## src/load_cell_window_average_stability_defines.svh

```systemverilog
// ---------------------------------------------------------------------------
// load cell window average assertion macros
// concurrent assertion helpers shared by the rtl, compiled out with ASSERT_OFF
// ---------------------------------------------------------------------------
`ifndef LOAD_CELL_WINDOW_AVERAGE_STABILITY_DEFINES_SVH
`define LOAD_CELL_WINDOW_AVERAGE_STABILITY_DEFINES_SVH

`ifndef ASSERT_OFF
// same-cycle implication
`define LCWAS_ASSERT_IMPLY(label, clk, rst, ante, cons) \
  label: assert property (@(posedge clk) disable iff (rst) (ante) |-> (cons)) \
    else $error("lcwas assertion failed");
// next-cycle implication
`define LCWAS_ASSERT_NEXT(label, clk, rst, ante, cons) \
  label: assert property (@(posedge clk) disable iff (rst) (ante) |=> (cons)) \
    else $error("lcwas assertion failed");
`else
`define LCWAS_ASSERT_IMPLY(label, clk, rst, ante, cons)
`define LCWAS_ASSERT_NEXT(label, clk, rst, ante, cons)
`endif

`endif

```

## src/lcwas_pkg.sv

```systemverilog
// ---------------------------------------------------------------------------
// lcwas_pkg
// types and constants of the load cell window average block
// ---------------------------------------------------------------------------
package lcwas_pkg;

  localparam int WINDOW_DEPTH_DEFAULT = 8;
  localparam int SAMPLE_BITS = 20;
  localparam int TOL_BITS = 16;
  localparam int FILL_BITS = 7;

  localparam logic [TOL_BITS-1:0] TOL_RESET = 16'd16;
  // -1.5 g in 1/16 g
  localparam logic signed [SAMPLE_BITS-1:0] DEAD_ZONE_LIMIT = -20'sd24;

  typedef struct packed {
    logic                          req_type;
    logic signed [SAMPLE_BITS-1:0] sample_weight;
  } sample_word_t;

  typedef struct packed {
    logic signed [SAMPLE_BITS-1:0] current_weight;
    logic signed [SAMPLE_BITS-1:0] filtered_weight;
    logic                          is_stable;
    logic [FILL_BITS-1:0]          fill_count;
  } result_word_t;

  localparam logic REQ_SAMPLE = 1'b0;
  localparam logic REQ_CLEAR  = 1'b1;

  typedef enum logic [1:0] {
    ST_IDLE,
    ST_WALK,
    ST_DIV,
    ST_FINISH
  } state_t;

endpackage

```

## src/lcwas_divider.sv

```systemverilog
// ---------------------------------------------------------------------------
// lcwas_divider
// restoring unsigned divider, one quotient bit per cycle
// ---------------------------------------------------------------------------
module lcwas_divider #(
  parameter int DIVIDEND_W = lcwas_pkg::SAMPLE_BITS + 3,
  parameter int DIVISOR_W  = 4
) (
  input  logic                  clk,
  input  logic                  rst,
  input  logic                  start,
  input  logic [DIVIDEND_W-1:0] dividend,
  input  logic [DIVISOR_W-1:0]  divisor,
  output logic                  done,
  output logic [DIVIDEND_W-1:0] quotient
);

  localparam int CNT_W = $clog2(DIVIDEND_W + 1);

  logic                 busy;
  logic [CNT_W-1:0]     cnt;
  logic [DIVISOR_W-1:0] rem;
  logic [DIVISOR_W-1:0] dsr;
  logic [DIVISOR_W:0]   trial;
  logic [DIVISOR_W:0]   diff;
  logic                 fits;

  assign trial = {rem, quotient[DIVIDEND_W-1]};
  assign diff  = trial - {1'b0, dsr};
  assign fits  = trial >= {1'b0, dsr};

  always_ff @(posedge clk) begin
    if (rst) begin
      busy <= 1'b0;
      done <= 1'b0;
      cnt  <= '0;
    end else begin
      done <= 1'b0;
      if (start) begin
        busy <= 1'b1;
        cnt  <= CNT_W'(DIVIDEND_W);
      end else if (busy) begin
        cnt <= cnt - 1'b1;
        if (cnt == CNT_W'(1)) begin
          busy <= 1'b0;
          done <= 1'b1;
        end
      end
    end
  end

  always_ff @(posedge clk) begin
    if (start) begin
      rem      <= '0;
      dsr      <= divisor;
      quotient <= dividend;
    end else if (busy) begin
      rem      <= fits ? diff[DIVISOR_W-1:0] : trial[DIVISOR_W-1:0];
      quotient <= {quotient[DIVIDEND_W-2:0], fits};
    end
  end

endmodule

```

## src/load_cell_window_average_stability.sv

```systemverilog
// ---------------------------------------------------------------------------
// load_cell_window_average_stability
// ring window of weight samples with truncated mean and stability flag
// ---------------------------------------------------------------------------
// each sample word is dead-zone clamped (-23..-1 in 1/16 g become zero),
// written into a ring window of WINDOW_DEPTH entries, and answered with one
// result word: the clamped sample, the mean of the filled entries truncated
// toward zero, a stable flag (window full and max minus min within the
// tolerance register) and the fill count. a clear word (tare) empties the
// window and answers with all zeros. a sample word walks the window memory
// one registered read per cycle over the filled entries, then runs the
// 23-bit sum (at the default depth of 8) through the serial divider one
// quotient bit per cycle, and then loads the result register. the next
// word is taken once the block is back in idle after the result is loaded,
// so a sample word is not accepted until the last one is through. a clear
// word skips the walk and the divider and goes straight to the finish state
// that loads the result register. sample_stall is high while a word is worked;
// the result register lets the next word be accepted while a result waits
// on result_stall, and a finished word waits only while the result register
// is still full and stalled. the tolerance register is written with
// cfg_write_en and resets to 16.
// ---------------------------------------------------------------------------
`include "load_cell_window_average_stability_defines.svh"

module load_cell_window_average_stability #(
  parameter int WINDOW_DEPTH = lcwas_pkg::WINDOW_DEPTH_DEFAULT
) (
  input  logic                              clk,
  input  logic                              rst,
  // sample channel
  input  logic                              sample_valid,
  output logic                              sample_stall,
  input  lcwas_pkg::sample_word_t           sample_word,
  // result channel
  output logic                              result_valid,
  input  logic                              result_stall,
  output lcwas_pkg::result_word_t           result_word,
  // tolerance register write
  input  logic                              cfg_write_en,
  input  logic [lcwas_pkg::TOL_BITS-1:0]    cfg_write_data
);

  localparam int SB       = lcwas_pkg::SAMPLE_BITS;
  localparam int IDX_W    = $clog2(WINDOW_DEPTH);
  localparam int COUNT_W  = $clog2(WINDOW_DEPTH + 1);
  // exact window sum, signed
  localparam int SUM_W    = SB + IDX_W;
  localparam int SPREAD_W = SB + 1;
  // fill count of a full window as carried in the result word
  localparam logic [lcwas_pkg::FILL_BITS-1:0] FILL_FULL = lcwas_pkg::FILL_BITS'(WINDOW_DEPTH);

  // sequencer
  lcwas_pkg::state_t state, state_next;

  // configuration
  logic [lcwas_pkg::TOL_BITS-1:0] tolerance;

  // window bookkeeping
  logic [IDX_W-1:0]   write_slot;
  logic [COUNT_W-1:0] fill;
  logic               clear_item;
  logic signed [SB-1:0] cur_weight;
  logic signed [SB-1:0] clamped;

  // window memory and walk
  logic signed [SB-1:0] window_mem [WINDOW_DEPTH];
  logic signed [SB-1:0] rd_data;
  logic                 rd_valid;
  logic [COUNT_W-1:0]   rd_cnt;
  logic signed [SUM_W-1:0] sum;
  logic signed [SB-1:0] lo;
  logic signed [SB-1:0] hi;

  // sequencer outputs
  logic accept;
  logic issue;
  logic walk_done;
  logic div_start;
  logic load_result;

  // divider
  logic             sum_neg;
  logic [SUM_W-1:0] sum_mag;
  logic [SUM_W-1:0] quo;
  logic [SUM_W-1:0] mean_full;
  logic             div_done;
  logic [SPREAD_W-1:0] spread;
  logic             stable;

  // ---------------------------------------------------------------------
  // next state
  // ---------------------------------------------------------------------
  always_comb begin
    state_next = state;
    unique case (state)
      lcwas_pkg::ST_IDLE: begin
        if (accept) begin
          state_next = (sample_word.req_type == lcwas_pkg::REQ_CLEAR) ?
                       lcwas_pkg::ST_FINISH : lcwas_pkg::ST_WALK;
        end
      end
      lcwas_pkg::ST_WALK: begin
        if (walk_done) state_next = lcwas_pkg::ST_DIV;
      end
      lcwas_pkg::ST_DIV: begin
        if (div_done) state_next = lcwas_pkg::ST_FINISH;
      end
      lcwas_pkg::ST_FINISH: begin
        if (!result_valid || !result_stall) state_next = lcwas_pkg::ST_IDLE;
      end
      default: state_next = lcwas_pkg::ST_IDLE;
    endcase
  end

  // ---------------------------------------------------------------------
  // sequencer outputs
  // ---------------------------------------------------------------------
  always_comb begin
    sample_stall = 1'b1;
    issue        = 1'b0;
    walk_done    = 1'b0;
    div_start    = 1'b0;
    load_result  = 1'b0;
    unique case (state)
      lcwas_pkg::ST_IDLE: begin
        sample_stall = 1'b0;
      end
      lcwas_pkg::ST_WALK: begin
        // one window read per cycle over the filled entries
        issue     = (rd_cnt != fill);
        walk_done = (rd_cnt == fill) && !rd_valid;
        div_start = walk_done;
      end
      lcwas_pkg::ST_DIV: begin
      end
      lcwas_pkg::ST_FINISH: begin
        // result register free or emptying this cycle
        load_result = !result_valid || !result_stall;
      end
      default: begin
      end
    endcase
  end

  assign accept = sample_valid && !sample_stall;

  always_ff @(posedge clk) begin
    if (rst) state <= lcwas_pkg::ST_IDLE;
    else     state <= state_next;
  end

  // tolerance register
  always_ff @(posedge clk) begin
    if (rst)               tolerance <= lcwas_pkg::TOL_RESET;
    else if (cfg_write_en) tolerance <= cfg_write_data;
  end

  // dead zone: just below zero down to but not including -1.5 g
  always_comb begin
    clamped = sample_word.sample_weight;
    if (sample_word.sample_weight < 0 &&
        sample_word.sample_weight > lcwas_pkg::DEAD_ZONE_LIMIT) begin
      clamped = '0;
    end
  end

  // ---------------------------------------------------------------------
  // window pointer and fill count
  // ---------------------------------------------------------------------
  always_ff @(posedge clk) begin
    if (rst) begin
      write_slot <= '0;
      fill       <= '0;
    end else if (accept) begin
      if (sample_word.req_type == lcwas_pkg::REQ_CLEAR) begin
        write_slot <= '0;
        fill       <= '0;
      end else begin
        write_slot <= (write_slot == IDX_W'(WINDOW_DEPTH - 1)) ? '0 : write_slot + 1'b1;
        if (fill != COUNT_W'(WINDOW_DEPTH)) fill <= fill + 1'b1;
      end
    end
  end

  // item payload captured on accept
  always_ff @(posedge clk) begin
    if (accept) begin
      clear_item <= (sample_word.req_type == lcwas_pkg::REQ_CLEAR);
      cur_weight <= clamped;
    end
  end

  // ---------------------------------------------------------------------
  // window memory: one write on a sample accept, one registered read per walk step
  // ---------------------------------------------------------------------
  always_ff @(posedge clk) begin
    if (accept && sample_word.req_type == lcwas_pkg::REQ_SAMPLE) begin
      window_mem[write_slot] <= clamped;
    end
  end

  always_ff @(posedge clk) begin
    if (issue) rd_data <= window_mem[rd_cnt[IDX_W-1:0]];
  end

  always_ff @(posedge clk) begin
    if (rst) begin
      rd_valid <= 1'b0;
      rd_cnt   <= '0;
    end else begin
      rd_valid <= issue;
      if (accept)     rd_cnt <= '0;
      else if (issue) rd_cnt <= rd_cnt + 1'b1;
    end
  end

  // ---------------------------------------------------------------------
  // sum, min and max accumulate as the reads come back
  // ---------------------------------------------------------------------
  always_ff @(posedge clk) begin
    if (accept) begin
      // start from the extremes so the first entry wins both compares
      sum <= '0;
      lo  <= {1'b0, {(SB-1){1'b1}}};
      hi  <= {1'b1, {(SB-1){1'b0}}};
    end else if (rd_valid) begin
      sum <= sum + {{(SUM_W-SB){rd_data[SB-1]}}, rd_data};
      if (rd_data < lo) lo <= rd_data;
      if (rd_data > hi) hi <= rd_data;
    end
  end

  // ---------------------------------------------------------------------
  // mean: magnitude of the sum through the serial divider, sign restored
  // so the quotient truncates toward zero
  // ---------------------------------------------------------------------
  assign sum_neg = sum[SUM_W-1];
  assign sum_mag = sum_neg ? (~sum + 1'b1) : sum;

  lcwas_divider #(
    .DIVIDEND_W (SUM_W),
    .DIVISOR_W  (COUNT_W)
  ) u_divider (
    .clk      (clk),
    .rst      (rst),
    .start    (div_start),
    .dividend (sum_mag),
    .divisor  (fill),
    .done     (div_done),
    .quotient (quo)
  );

  assign mean_full = sum_neg ? (~quo + 1'b1) : quo;

  // spread is never negative once the window holds a sample
  assign spread = {hi[SB-1], hi} - {lo[SB-1], lo};
  assign stable = (fill == COUNT_W'(WINDOW_DEPTH)) &&
                  (spread <= SPREAD_W'(tolerance));

  // ---------------------------------------------------------------------
  // result register
  // ---------------------------------------------------------------------
  always_ff @(posedge clk) begin
    if (rst) begin
      result_valid <= 1'b0;
    end else if (load_result) begin
      result_valid <= 1'b1;
    end else if (!result_stall) begin
      result_valid <= 1'b0;
    end
  end

  always_ff @(posedge clk) begin
    if (load_result) begin
      if (clear_item) begin
        result_word <= '0;
      end else begin
        result_word.current_weight  <= cur_weight;
        result_word.filtered_weight <= mean_full[SB-1:0];
        result_word.is_stable       <= stable;
        result_word.fill_count      <= lcwas_pkg::FILL_BITS'(fill);
      end
    end
  end

  // ---------------------------------------------------------------------
  // assertions
  // ---------------------------------------------------------------------
  `LCWAS_ASSERT_IMPLY(a_fill_bound, clk, rst, 1'b1, fill <= COUNT_W'(WINDOW_DEPTH))
  `LCWAS_ASSERT_NEXT(a_accept_busy, clk, rst, accept, state != lcwas_pkg::ST_IDLE)
  `LCWAS_ASSERT_IMPLY(a_stable_full, clk, rst, result_word.is_stable, result_word.fill_count == FILL_FULL)

endmodule
```

## config.mk

```make
export PLATFORM = sky130hd
export DESIGN_NAME = load_cell_window_average_stability
export DESIGN_NICKNAME = d
export VERILOG_FILES = /design/src/lcwas_pkg.sv /design/src/lcwas_divider.sv /design/src/load_cell_window_average_stability.sv
export VERILOG_INCLUDE_DIRS = /design/src /design/src/src
export SDC_FILE = /design/constraint.sdc
export NUM_CORES = 1
export LEC_CHECK = 0
export BUFFER_PORTS_ARGS = -buffer_cell sky130_fd_sc_hd__buf_2
export CAP_MARGIN = 5
export CORE_MARGIN = 5
export CORE_UTILIZATION = 55
export DETAILED_ROUTE_END_ITERATION = 8
export GPL_TIMING_DRIVEN = 0
export PLACE_DENSITY = 0.81
export SYNTH_ARGS = -nofsm -noshare
export SYNTH_HDL_FRONTEND = slang
export SYNTH_SLANG_ARGS = --single-unit
```

## constraint.sdc

```tcl
create_clock -name clk -period 9.2 [get_ports clk]
set_input_delay 1.84 -clock clk [delete_from_list [all_inputs] [get_ports clk]]
set_output_delay 1.84 -clock clk [all_outputs]
set_load 0.1 [all_outputs]
```

======== After elaboration in Yosys (flattened, before gate mapping) ========
Memories as Yosys holds them, arrays and structs flattened. A register that Yosys moved wholly into a read port is not among the register bits.
Cells that the tools add are included.
operators by class
  $add $sub $neg .......................... 9
  multipliers ............................. 0
  divide/modulo/power cells ............... 0
  order comparisons ....................... 6
  eq/ne operators ......................... 14
  shift operators ......................... 0
  muxes and demuxes ....................... 30
  bitwise logic cells ..................... 4
  reductions and logical operators ........ 19
operator list
  operator                                                                number
  23-bit 2-to-1 mux                                                       3
  20-bit 2-to-1 mux                                                       2
  23-bit by 1-bit adder with 23-bit output (second input constant)        1
  23-bit adder                                                            1
  23-bit NOT                                                              1
  21-bit by 16-bit <= comparator with 1-bit output                        1
  20-bit by 20-bit subtractor with 21-bit output                          1
  20-bit by 1-bit adder with 20-bit output (second input constant)        1
  20-bit > comparator                                                     1
  20-bit by 6-bit > comparator with 1-bit output (second input constant)  1
  20-bit by 1-bit < comparator with 1-bit output (second input constant)  1
  20-bit < comparator                                                     1
  20-bit NOT                                                              1
  1-bit 2-to-1 mux                                                        12
  4-bit 2-to-1 mux                                                        3
  2-bit 2-to-1 mux                                                        5
  5-bit 2-to-1 mux                                                        2
  4-bit by 1-bit adder with 4-bit output (second input constant)          2
  2-bit one-hot mux with 4 select lines                                   1
  3-bit 2-to-1 mux                                                        2
  2-bit inequality test (second input constant)                           3
  2-bit AND reduction                                                     3
  5-bit by 1-bit equality test with 1-bit output (second input constant)  1
  5-bit by 4-bit greater-or-equal comparator with 1-bit output            1
  20 further kinds                                                        31
storage, ports and cells
  bits in registers ....................... 201
  bits in latches ......................... 0
  bits in writable memories ............... 160
  ROM bits ................................ 0
  input port bits ......................... 42
  output and inout bits ................... 50
  logic and storage cells ................. 107
  memories kept ........................... 1
memories
  name        depth  bits a word  read ports  clocked after memory_dff  wr ports  line                                      text
  window_mem  8      20           1           1                         1         load_cell_window_average_stability.sv:66  logic signed [SB-1:0] window_mem [WINDOW_DEPTH];

======== Logic depth before layout (Yosys ltp) ========
  depth in word-level cells ............... 5
  gate-level depth with buffers ........... 17
  depth with buffers taken out ............ 17

======== Hierarchy ========
From an unflattened synthesis, not the netlist that was laid out.
unflattened totals
  cells, all modules ...................... 1558
  area total of the unflattened synthesis .. 18845.6 sq um
by module, submodules not included
  module                              instances  cells each  area an instance (sq um)  seq. area each (sq um)
  load_cell_window_average_stability  1          1432        17112.7                   9268.9
  lcwas_divider                       1          126         1732.9                    1031.0

======== Least setup slack after synthesis ========
No wires, ideal clock.
  path type ............................... in2reg
  start point ............................. input port result_stall
  end point ............................... register result_word[0] in the netlist's numbering (enable)
  setup time .............................. 0.516 ns
  arrival time ............................ 5.148 ns
  required time ........................... 8.684 ns
  setup slack ............................. 3.536 ns
  stages on the path ...................... 1
  buffers on the path ..................... 0
  cell sequence ........................... a21boi_0
between the ends
  longest elaborated chain between the ends .. 3
RTL lines
  element            line                                       text
  start, declared    load_cell_window_average_stability.sv:36   input logic result_stall,
  1-bit logical NOT  n/a
  1-bit logical OR   load_cell_window_average_stability.sv:138  load_result = !result_valid || !result_stall;
  1-bit 2-to-1 mux   load_cell_window_average_stability.sv:124  unique case (state)
  end, declared      load_cell_window_average_stability.sv:37   output lcwas_pkg::result_word_t result_word,
Every way passes these cells.
A chain may end at the register's enable or synchronous reset.

======== Worst setup path after layout ========
  start point ............................. register hi[0]
  end point ............................... register result_word[7] in the netlist's numbering (data pin)
between the ends
  longest elaborated chain between the ends .. 3
RTL lines
  element                                           line                                       text
  start, declared                                   load_cell_window_average_stability.sv:72   logic signed [SB-1:0] hi;
  start signal, assigned                            load_cell_window_average_stability.sv:225  hi <= {1'b1, {(SB-1){1'b0}}};
  start signal, assigned                            load_cell_window_average_stability.sv:229  if (rd_data > hi) hi <= rd_data;
  20-bit by 20-bit subtractor with 21-bit output    load_cell_window_average_stability.sv:256  assign spread = {hi[SB-1], hi} - {lo[SB-1], lo};
  21-bit by 16-bit <= comparator with 1-bit output  load_cell_window_average_stability.sv:258  (spread <= SPREAD_W'(tolerance));
  1-bit logical AND                                 load_cell_window_average_stability.sv:257  assign stable = (fill == COUNT_W'(WINDOW_DEPTH)) &&
Every way passes these cells.

==> impl_metrics.csv <==
group,metric,value,unit
timing,max_freq,274.9,MHz
placement,place_ws,5.081,ns
worst_setup_path,crit_slowest_cell,"o311a_1",
clock_network,tritoncts,"built",
yosys,postSynth.asyncResetShare,0,%
clock_network,clk_pin_slew,0.06,ns
worst_setup_path,arrival,4.04,ns
yosys,syn_inst,1516,
finish,multi_input_area,0.007612,mm²
worst_setup_path,worstPathMaxFanout,3,
yosys,syn_area,0.01846,mm²
timing,period_minus_slack,3.638,ns
power,internal_power,3.484,mW
clock_network,cts_buffers,39,
power,leakage,8.049,nW
global_routing,track_usage,23.54,%
drt,drtIter0Drc,982,
global_routing,first_global_vias,12570,
timing,final_hold_viol_count,0,
drt,drc,0,
finish,layout.nets,1820,
yosys,synth_edf_count,273,
drt,final_antenna_net_count,0,
global_routing,grt_max_degree,31,
power,ir_worst_vdd,0.1967,mV
yosys,synth.most_common_cell,"edfxtp_1",
power,clkPwrFrac,31.3,%
floorplan,core_area,0.03336,mm²
floorplan,rows,67,
worst_setup_path,slowest_delay,0.42,ns
worst_setup_path,crit_required,9.61,ns
yosys,synth_commonest_cells,"edfxtp_1 (273), nor2_1 (118), ha_1 (115)",
finish,synthToLayoutAreaGrowth,13.87,%
power,power_density,247.9,mW/mm²
finish,fillCellCount,2545,
placement,hpwlAfterDp,31120,µm
yosys,ys.flop_type,"edfxtp_1",
timing,final-max-slew-violation-count,0,
timing,fin_ws,5.562,ns
drt,drt_first_pass_iters,6,
yosys,synth_area_leaders,"edfxtp_1 (44%), dfxtp_1 (11%), ha_1 (7.8%)",
timing,hold_slack,0.4272,ns
finish,fin_cells,2137,
drt,wl_per_cell,20.39,µm
drt,num_vias,12610,
flow_run,cap_violations,0,
timing,slew_headroom,14.30,%
worst_setup_path,startpoint,"hi[0]",
yosys,yosys.area.top_type,"edfxtp_1",
worst_setup_path,path_class,"flip-flop to flip-flop",
finish,antenna_cells,0,
global_routing,antenna_found_initial,0,
worst_setup_path,end_kind,"flip-flop",
power,seqPwrFrac,43.1,%
clock_network,cts_sinks,378,
hold_path,worstHoldStart,"fill[2]",
finish,register_area,0.01030,mm²
yosys,syn_area_per_cell,12.18,µm²
finish,drive_gt1_share,15.81,%
drt,wl,43580,µm
placement,place_inst,2067,
clock_network,postCtsSetupRepairBufs,0,
clock_network,hold_buffers,0,
status,status,"finished clean",
clock_network,cts_buffer_depth,3,
yosys,netlist.area_leader.share,44.41,%
floorplan,die_y,193.2,µm
clock_network,root_buffer,"clkbuf_16",
placement,place_congestion,0.9674,
power,p_comb_share,25.6,%
yosys,synth_cell_types,71,
worst_setup_path,start_kind,"flip-flop",
clock_network,cts.htree.levels,2,
timing,rsz0062_at_grt,"no",
global_routing,grt-ovfl-total,0,
yosys,seq_area_frac_synth,55.80,%
clock_network,cts_resized,0,
yosys,yosys_warnings,0,
floorplan,die_w,193.2,µm
floorplan,start_util,55.32,%
hold_path,hold_class,"flip-flop to flip-flop",
worst_setup_path,reg2reg_from,"hi[0]",
finish,post-route-util,62.99,%
worst_setup_path,crit_chain,"inv_1 -> ha_1 -> fa_1 -> nor2b_1 -> o31a_1 -> o22ai_1 -> o311a_1 -> a21oi_1 -> xor2_1 -> ha_1 -> nand4_1 -> nor4_1 -> nor2_1 -> a21oi_1 -> and4_1",
power,power_switching,1.727,mW
global_routing,grt_pass1_wl,68290,µm
floorplan,die_area,0.03732,mm²
timing,worst_pin_slew,1.285,ns
timing,min_period_over_period,39.55,%
yosys,synth-seq-cells,378,
floorplan,io_pins,92,
timing,skew,0.02798,ns
placement,port_buffers,86,
timing,tns,0,ns
timing,setup_viol,0,
drt,vias_per_cell,5.902,
power,p_sw_share,33.15,%
clock_network,clkLatencyLatePin,0.56,ns
## path summary, 6_finish.rpt
check / end / slack, ns / cells after the start
worst min register to register: u_divider.dsr[2] / 0.43 / 0
worst max register to register: result_word[7] / 5.56 / 15
worst max-delay path: result_word[7] / 5.56 / 15
worst min-delay path: u_divider.dsr[2] / 0.43 / 0
## per-stage QoR
| step | power (mW) | instance area, µm² |
|---|---|---|
| after global placement | 3.541 | 19460 |
| after CTS | 5.230 | 21020 |
| final | 5.211 | 21020 |
| after floorplan | 3.249 | 18470 |
| after global routing | 5.465 | 21020 |
| after detailed placement | 3.604 | 19700 |
## registers in the layout, indices dropped and copies added, names as in the netlist, 5 cells and up
name / cells
result_word: 45
sum: 23
tolerance: 16
rd_data: 20
window_mem: 160
cur_weight: 20
lo: 20
u_divider.cnt: 5
u_divider.quotient: 23
hi: 20
## logic make-up (layout without fill, tap and decap cells)
kind of cell             count (synthesis)  count (layout)  synth area share [%]
other                                    1               3               0.02032
adder cells (fa/ha/maj)                118             118                 8.121
buffers and inverters                  156             327                 3.240
XOR/XNOR                                75              75                 3.559
flip-flops                             378             378                 55.80
AO/OA/AOI/OAI                          274             274                 9.931
multiplexers                            95              95                 8.006
AND/OR/NAND/NOR                        419             419                 11.32
## worst max-delay path, delay by kind of cell, from the launching register on
family | cells | cell delay, ns
xor+xnor | 1 | 0.11
buf+inv | 1 | 0.08
flops | 1 | 0.35
simple gates | 5 | 0.87
compound gates | 5 | 1.15
fa+ha+maj | 3 | 0.95
## cell usage in the layout (no fill, tap or decap), drive strengths merged, types with 4 or more instances in the layout
master and n:
clkinv 14, nand4 22, a211o 6, buf 115, nor2b 57, a211oi 8
o31a 5, or3 9, nand2b 13, nand2 76, inv 90, or2 4
edfxtp 273, o21ai 69, o21a 18, o31ai 17, xor2 46, nor2 118
dfxtp 105, nand3 21, o211ai 5, and2 4, nor4 8, a31oi 23
clkbuf 101, bufinv 5, nor3 58, xnor2 29, a21o 20, mux2 21
nand3b 7, o41ai 4, mux4 40, and3 4, a31o 20, or4 8
ha 115, mux2i 34, a21oi 54
## layout make-up
class                   count  share of cell area [%]
plain buffers              67                   1.262
inverters                  89                   1.589
multi-input cells         984                   36.22
flip-flops and latches    378                   49.01
repair buffers            101                   2.971
clock buffers              48                   4.995
well taps                 448                   2.667
clock inverters            22                   1.292
## power groups by stage
| stage | combinational [mW] | clock [mW] | sequential, mW |
|---|---|---|---|
| 2_1_floorplan | 0.849 | 0 | 2.40 |
| 3_3_place_gp | 1.27 | 0 | 2.27 |
| 3_5_place_dp | 1.33 | 0 | 2.28 |
| 4_1_cts | 1.34 | 1.65 | 2.24 |
| 5_1_grt | 1.48 | 1.72 | 2.26 |
| 6_report | 1.34 | 1.63 | 2.24 |
## layer usage
layer / track usage [%] / part of all wire (%) / up-vias
li1: - / - / 5928
met1: 31.61 / 41 / 6087
met2: 39.34 / 48 / 505
met3: 3.349 / 7.2 / 93
met4: 8.769 / 3.9 / 0
met5: 0 / 0 / -
No activity file was read; power rests on OpenSTA's default activity.
